--- src/rwfs_pkg.sv ---
// Package for the roulette-wheel fitness selector.
// Holds field widths, codes, the controller state type and the structs
// shared by the top level and the selection cells. No dependencies.
package rwfs_pkg;

    localparam int POP_MAX_DEF = 64;

    localparam int SCORE_W = 32;
    localparam int FRAC_W  = 32;
    localparam int SUM_W   = 40;
    localparam int FIT_W   = 32;
    localparam int FLOOR_W = 16;
    localparam int IDX_W   = 6;
    localparam int ZCNT_W  = 7;

    // 0.9 as 58982/65536
    localparam int SCALE_W     = 18;
    localparam int SCALE_SHIFT = 16;
    localparam logic signed [SCALE_W-1:0] SCALE_NUM = 18'sd58982;
    localparam int PROD_W = SCORE_W + SCALE_W;

    localparam logic [FLOOR_W-1:0] ZERO_FLOOR_RST = 16'd1;
    localparam logic signed [SCORE_W-1:0] SCORE_POS_MAX = 32'sh7FFF_FFFF;
    localparam logic signed [SCORE_W-1:0] SCORE_NEG_MAX = 32'sh8000_0000;
    localparam logic [SUM_W-1:0] SUM_MAX = '1;

    localparam logic REQ_LOAD     = 1'b0;
    localparam logic REQ_SELECT   = 1'b1;
    localparam logic KIND_SUMMARY = 1'b0;
    localparam logic KIND_SELECT  = 1'b1;

    typedef enum logic [2:0] {
        ST_IDLE,
        ST_THR_MUL,
        ST_THR_SEL,
        ST_FIT,
        ST_SEL_ADD,
        ST_LAUNCH,
        ST_WALK,
        ST_EMIT
    } state_t;

    // Token that walks the row of cells, one cell per cycle.
    // acc is the running prefix sum on a close pass and the scaled random
    // value on a select pass.
    typedef struct packed {
        logic                      valid;
        logic                      kind;
        logic [SUM_W-1:0]          acc;
        logic                      found;
        logic [IDX_W-1:0]          sel_idx;
        logic signed [SCORE_W-1:0] best_score;
        logic [IDX_W-1:0]          best_idx;
        logic [ZCNT_W-1:0]         zeros;
    } wave_t;

    // Broadcast controls from the sequencer to every cell
    typedef struct packed {
        logic                      wr_en;
        logic signed [SCORE_W-1:0] wr_score;
        logic                      fit_en;
        logic signed [SCORE_W-1:0] thr;
        logic [FLOOR_W-1:0]        zero_floor;
    } cell_ctrl_t;

endpackage

--- src/rwfs_cell.sv ---
// One member slot of the selector: raw score, shifted fitness and prefix sum.
// Updates the passing wave token and hands it to the next cell.
// Depends on rwfs_pkg.
module rwfs_cell import rwfs_pkg::*; #(
    parameter int POP_MAX = POP_MAX_DEF,
    parameter int IDX     = 0
) (
    input  logic                               aclk,
    input  logic                               aresetn,
    input  cell_ctrl_t                         ctrl,
    input  logic [$clog2(POP_MAX)-1:0]         wr_idx,
    input  logic [$clog2(POP_MAX+1)-1:0]       pop_count,
    input  wave_t                              wave_in,
    output wave_t                              wave_out
);

    localparam int AW = $clog2(POP_MAX);
    localparam int CW = $clog2(POP_MAX + 1);

    logic signed [SCORE_W-1:0] score_reg;
    logic [FIT_W-1:0]          fit_reg;
    logic                      zero_reg;
    logic [SUM_W-1:0]          prefix_reg;
    wave_t                     wave_reg;
    wave_t                     wave_next;

    logic                      active;
    logic                      hit;
    logic signed [SCORE_W:0]   shifted;
    logic                      below_floor;
    logic [SUM_W:0]            sum_raw;
    logic [SUM_W-1:0]          sum_sat;

    assign active = CW'(IDX) < pop_count;
    assign hit    = ctrl.wr_en && (wr_idx == AW'(IDX));

    assign shifted     = {score_reg[SCORE_W-1], score_reg} - {ctrl.thr[SCORE_W-1], ctrl.thr};
    assign below_floor = shifted < $signed({{(SCORE_W + 1 - FLOOR_W){1'b0}}, ctrl.zero_floor});

    assign sum_raw = {1'b0, wave_in.acc} + {{(SUM_W + 1 - FIT_W){1'b0}}, fit_reg};
    assign sum_sat = sum_raw[SUM_W] ? SUM_MAX : sum_raw[SUM_W-1:0];

    always_comb begin
        wave_next = wave_in;
        if (wave_in.valid && active) begin
            case (wave_in.kind)
                KIND_SUMMARY: begin
                    wave_next.acc   = sum_sat;
                    wave_next.zeros = wave_in.zeros + ZCNT_W'(zero_reg);
                    // strict compare keeps the first member on ties
                    if (score_reg > wave_in.best_score) begin
                        wave_next.best_score = score_reg;
                        wave_next.best_idx   = IDX_W'(IDX);
                    end
                end
                KIND_SELECT: begin
                    if (!wave_in.found && (wave_in.acc < prefix_reg)) begin
                        wave_next.found   = 1'b1;
                        wave_next.sel_idx = IDX_W'(IDX);
                    end
                end
                default: begin
                    wave_next = wave_in;
                end
            endcase
        end
    end

    always_ff @(posedge aclk) begin
        if (hit) begin
            score_reg <= ctrl.wr_score;
        end
        if (ctrl.fit_en) begin
            zero_reg <= below_floor;
            fit_reg  <= below_floor ? '0 : shifted[FIT_W-1:0];
        end
        if (wave_in.valid && active && (wave_in.kind == KIND_SUMMARY)) begin
            prefix_reg <= sum_sat;
        end
    end

    always_ff @(posedge aclk) begin
        if (!aresetn) begin
            wave_reg.valid <= 1'b0;
        end else begin
            wave_reg <= wave_next;
        end
    end

    assign wave_out = wave_reg;

endmodule
--- config.mk ---
export PLATFORM = sky130hd
export DESIGN_NAME = rwfs_cell
export DESIGN_NICKNAME = d
export VERILOG_FILES = /design/src/rwfs_pkg.sv /design/src/rwfs_cell.sv
export SDC_FILE = /design/constraint.sdc
export NUM_CORES = 1
export LEC_CHECK = 0
export BUFFER_PORTS_ARGS = -buffer_cell sky130_fd_sc_hd__buf_4
export CAP_MARGIN = 20
export CELL_PAD_IN_SITES_DETAIL_PLACEMENT = 1
export CELL_PAD_IN_SITES_GLOBAL_PLACEMENT = 1
export CORE_UTILIZATION = 39
export CTS_CLUSTER_SIZE = 25
export DETAILED_ROUTE_END_ITERATION = 7
export MAX_ROUTING_LAYER = met4
export PLACE_DENSITY = 0.86
export SLEW_MARGIN = 0
export SYNTH_ARGS = -nofsm -noshare
export SYNTH_HDL_FRONTEND = slang
export SYNTH_SLANG_ARGS = --single-unit
--- constraint.sdc ---
create_clock -name aclk -period 4.7 [get_ports aclk]
set_input_delay 0 -clock aclk [delete_from_list [all_inputs] [get_ports aclk]]
set_output_delay 0 -clock aclk [all_outputs]
set_load 0.02 [all_outputs]
After elaboration in Yosys (flattened, before gate mapping). Cells that the tools add are included. W data, S select, Z words.

Output and inout port bits: 94. Bits of input ports: 191. Logic and storage cells: 33. Register bits after elaboration: 199.

Multiplexer cells: 7. Bitwise gates (word level): 1. Reductions and logical operators: 6. $lt $le $gt $ge: 4. Add/sub/neg operators: 3.

Operators by type and width (count): $mux W92 (1); $mux W40 (2); $mux W45 (1); $add A40 B32 Y41 (1); $lt A40 B40 Y1 (1); $mux W38 (1); $lt A33 B17 Y1 (1); $sub A32 B32 Y33 (1); $gt A32 B32 Y1 (1); $mux W7 (2); $add A7 B1 Y7 (1); $lt A1 B7 Y1 const A (1); $logic_not A6 Y1 (1); $logic_and A1 B1 Y1 (4); $logic_not A1 Y1 (1); $not A1 Y1 (1).

Longest topological paths before layout.
Depth after elaboration: 5. Gate-level depth with buffers: 20. Mapped depth without buffers: 19.

Worst setup path before layout. No wires, ideal clock.

Path kind: reg2reg. Start: register score_reg[1]. End: register fit_reg[10], data pin. Setup slack: 0.282 ns. Period minus slack after synthesis: 4.418 ns. Data arrival time: 4.165 ns. Setup time: 0.252 ns. Buffers on the path: 1. Data required time: 4.448 ns. Cell stages (with the launch flop): 18. Path through: edfxtp_1 -> ha_1 -> nor2b_1 -> o31a_1 -> o41a_1 -> nor2_1 -> o21ai_0 -> a21oi_1 -> xnor2_1 -> ha_1 -> nand3_1 -> nand2_1 -> a2111oi_0 -> nand4_1 -> or4_4 -> nor4_4 -> buf_6 -> nor2_1.

Cells in the longest elaborated chain, start to end: 2.

RTL lines: from (decl) (line rwfs_cell.sv:20) `logic signed [SCORE_W-1:0] score_reg;`; from (signal assigned) (line rwfs_cell.sv:71) `score_reg <= ctrl.wr_score;`; $sub A32 B32 Y33 (line rwfs_cell.sv:37) `assign shifted = {score_reg[SCORE_W-1], score_reg} - {ctrl.thr[SCORE_W-1], ctrl.thr};`; net shifted[13] (line rwfs_cell.sv:29) `logic signed [SCORE_W:0] shifted;`; $lt A33 B17 Y1 (line rwfs_cell.sv:38) `assign below_floor = shifted < $signed({{(SCORE_W + 1 - FLOOR_W){1'b0}}, ctrl.zero_floor});`; to (signal assigned) (line rwfs_cell.sv:75) `fit_reg <= below_floor ? '0 : shifted[FIT_W-1:0];`; to (decl) (line rwfs_cell.sv:21) `logic [FIT_W-1:0] fit_reg;`.

The timed path passes the listed nets, and every way through them passes these cells. A chain may end at the register's enable or synchronous reset.

Worst setup path after layout.
Start: register score_reg[1]. End: register fit_reg[2], data pin.

The elaborated chain is that of the path after synthesis.

==> flow_metrics.tcl <==
set metrics [dict create \
    status "finished, final reports clean" \
    fin_util 0.534 \
    grtUsageTotal 0.259 \
    crit_slowest_cell "or4_4" \
    yosysUniqueCellTypes 77 \
    via_count 12300 \
    hold_class "input pin to register" \
    crit_fanout 4 \
    hold_viol 0 \
    placeableCoreArea_um2 34700 \
    detail_route.first_pass.iterations 5 \
    clkTransAtPathRegs_ns 0.08 \
    ys_warn_count 0 \
    viasPerCell 5.49 \
    routabilityCongestion 0.947 \
    slowest_delay_ns 0.52 \
    fmax_mhz 223 \
    startpoint "score_reg[1]" \
    first_global_vias 13300 \
    finalMaxSlewViolations 0 \
    drc 0 \
    synthCells 1350 \
    max_cap_violations 0 \
    crit_family "simple AND/OR/NAND/NOR gates" \
    die_w_um 191 \
    fin_nets 2114 \
    antenna_found_initial 0 \
    clock_skew_ns 0.0151 \
    crit_type "register to register" \
    dpl.hpwl_um 33700 \
    initial_core_util 0.399 \
    area_growth_pct 33.7 \
    cts_buffer_depth 2 \
    r2r_start "score_reg[1]" \
    dieArea_um2 36300 \
    post_drt_wl_per_cell_um 20.5 \
    syn_area_per_cell_um2 10.3 \
    port_buffers 284 \
    layout.cells.non_filler 2237 \
    crit_required_ns 4.93 \
    grt_remaining_overflow 0 \
    grt_max_degree 52 \
    endpoint_kind "register" \
    layout_commonest_cell "buf_4" \
    mostFrequentLayoutCells "buf_4, edfxtp_1, ha_1" \
    cellLeakagePower_uw 0.00818 \
    peakVddDrop_mv 0.291 \
    worst_pin_slew_ns 0.825 \
    io_pins 285 \
    syn_nets 1695 \
    seq_area_frac_synth 0.430 \
    min_from "wave_in[60]" \
    synth_edf_count 198 \
    antenna_cells 0 \
    fp.dieH_um 191 \
    ant_nets 0 \
    ys_ff_latch 199 \
    crit_chain "ha_1 -> nor2b_1 -> o31a_1 -> o41a_1 -> nor2_2 -> o21ai_1 -> a21oi_2 -> xnor2_1 -> ha_1 -> nand3_1 -> nand2_1 -> a2111oi_2 -> nand4_1 -> or4_4 -> nor4_4 -> buf_4 -> nor2_1" \
    clk_latency_ns 0.47 \
    cts_tree "built" \
    numCtsBuffers 17 \
    post-route-min-period_ns 4.49 \
    finalCritPeriodShare 0.955 \
    cts.sinks 199 \
    arrival_ns 4.72 \
    netlist_area_um2 13900 \
    drt_iter0_drc 596 \
    power_uw 5080 \
    async_flop_share 0 \
    wl_um 45900 \
    grt_pass1_wl_um 70500 \
    num_rows 68 \
    htreeDepth 4 \
    dp.cells 2070 \
    finalSetupViolations 0 \
    clockRootBuffer "clkbuf_16" \
    power.density_nw_per_um2 274 \
    crit_buf_inv 1 \
    drive_above_1_share 0.252 \
    path_common_cell "ha_1" \
    slew_headroom 0.449 \
    largest_reg_flops 94 \
    worstSetupStartpointType "register" \
    synth-main-ff-cell "edfxtp_1" \
]
==> kinds of logic (layout without fill, tap and decap cells) <==
family / count (synthesis) / after routing / share of synthesized area
buffers and inverters: 184 / 616 / 0.0519
adder cells (fa/ha/maj): 154 / 154 / 0.140
AO/OA/AOI/OAI: 327 / 327 / 0.159
multiplexers: 67 / 67 / 0.0543
flip-flops: 199 / 199 / 0.430
AND/OR/NAND/NOR: 369 / 369 / 0.133
XOR/XNOR: 50 / 50 / 0.0316
==> area by class of cell <==
class | instances | area, um^2
Clock inverter | 15 | 148
Multi-Input combinational cell | 967 | 7230
Timing Repair Buffer | 443 | 3660
Tap cell | 455 | 569
Fill cell | 3830 | 16200
Clock buffer | 17 | 425
Inverter | 141 | 529
Sequential cell | 199 | 5970
==> what timing repair did <==
| item | 4_1_cts | 5_1_grt |
|---|---|---|
| resized for setup | 4 | 12 |
| pin swaps | 4 | 11 |
| hold buffers | 128 | 1 |
| setup buffers | 0 | 5 |
| gates cloned | 0 | 1 |
| setup endpoints to repair | 16 | 17 |
| hold endpoints to repair | 166 | 1 |
==> routing by layer <==
layer  vias to the layer above  share of wire  GRT usage  wire length [um]
met2                       357           0.52      0.467             23700
met4                         0          0.025     0.0858              1130
met1                      6031           0.41      0.291             18900
met3                        68          0.048     0.0394              2180
met5                         -              0          -                 0
li1                       5818              -          -                 -
==> cell usage after synthesis (4+ instances only) <==
library cell	instances	share of area
o41ai_1	4	0.0025
a21oi_1	77	0.028
or2_2	6	0.0027
nor3_1	20	0.0072
a2111oi_0	4	0.0025
and3_1	12	0.0054
a211oi_1	11	0.0060
o21a_1	16	0.0087
a211o_1	4	0.0025
and2_1	7	0.0032
buf_2	17	0.0061
a21oi_2	4	0.0025
or2_1	7	0.0032
xor2_1	21	0.013
nor2b_1	28	0.013
nor2_1	90	0.024
mux2_2	65	0.053
o21ai_0	67	0.024
nand2_1	92	0.025
or3_1	6	0.0027
edfxtp_1	198	0.43
clkbuf_1	25	0.0068
a31oi_1	22	0.0099
a221oi_1	4	0.0025
nand4_1	29	0.013
inv_1	140	0.038
xnor2_1	29	0.018
nor4_1	8	0.0036
ha_1	152	0.14
a21o_1	42	0.023
o21bai_1	9	0.0049
o211ai_1	12	0.0065
nand3_1	33	0.012
nor3b_1	4	0.0022
a21boi_0	5	0.0027
a41oi_1	4	0.0025
nand2b_1	15	0.0068
==> worst reg2reg max path, cell delays in order (launching register included) <==
cell,delay (ns)
edfxtp_1,0.43
ha_1,0.29
nor2b_1,0.14
o31a_1,0.28
o41a_1,0.39
nor2_2,0.16
o21ai_1,0.18
a21oi_2,0.20
xnor2_1,0.17
ha_1,0.29
nand3_1,0.09
nand2_1,0.07
a2111oi_2,0.35
nand4_1,0.15
or4_4,0.52
nor4_4,0.28
buf_4,0.21
nor2_1,0.05
==> power by group <==
group          total, uW  internal (uW)  switching, uW  leakage [uW]
sequential          2170           2120           47.9       0.00192
clock               1500            745            751      0.000280
combinational       1420            647            774       0.00598
==> metrics by stage <==
stage               setup WS (ns)  area, um^2  hold slack (ns)  TNS (ns)
detailed placement        -0.0119       16600            0.179   -0.0119
global route             -0.00115       18500          0.00697  -0.00200
finish                      0.210       18500           0.0373         0
global placement          -0.0374       16600            0.178    -0.257
floorplan                   0.282       13900           0.0989         0
CTS                        0.0525       18400          0.00207         0
==> path summary, 6_finish.rpt <==
check / end / depth (start not counted) / slack [ns]
max: fit_reg[2] / 17 / 0.21
min: wave_out[60] / 3 / 0.04
max reg2reg: fit_reg[2] / 17 / 0.21
min reg2reg: wave_out[13] / 1 / 0.62
Note: power is estimated with default switching activity, not from simulation.
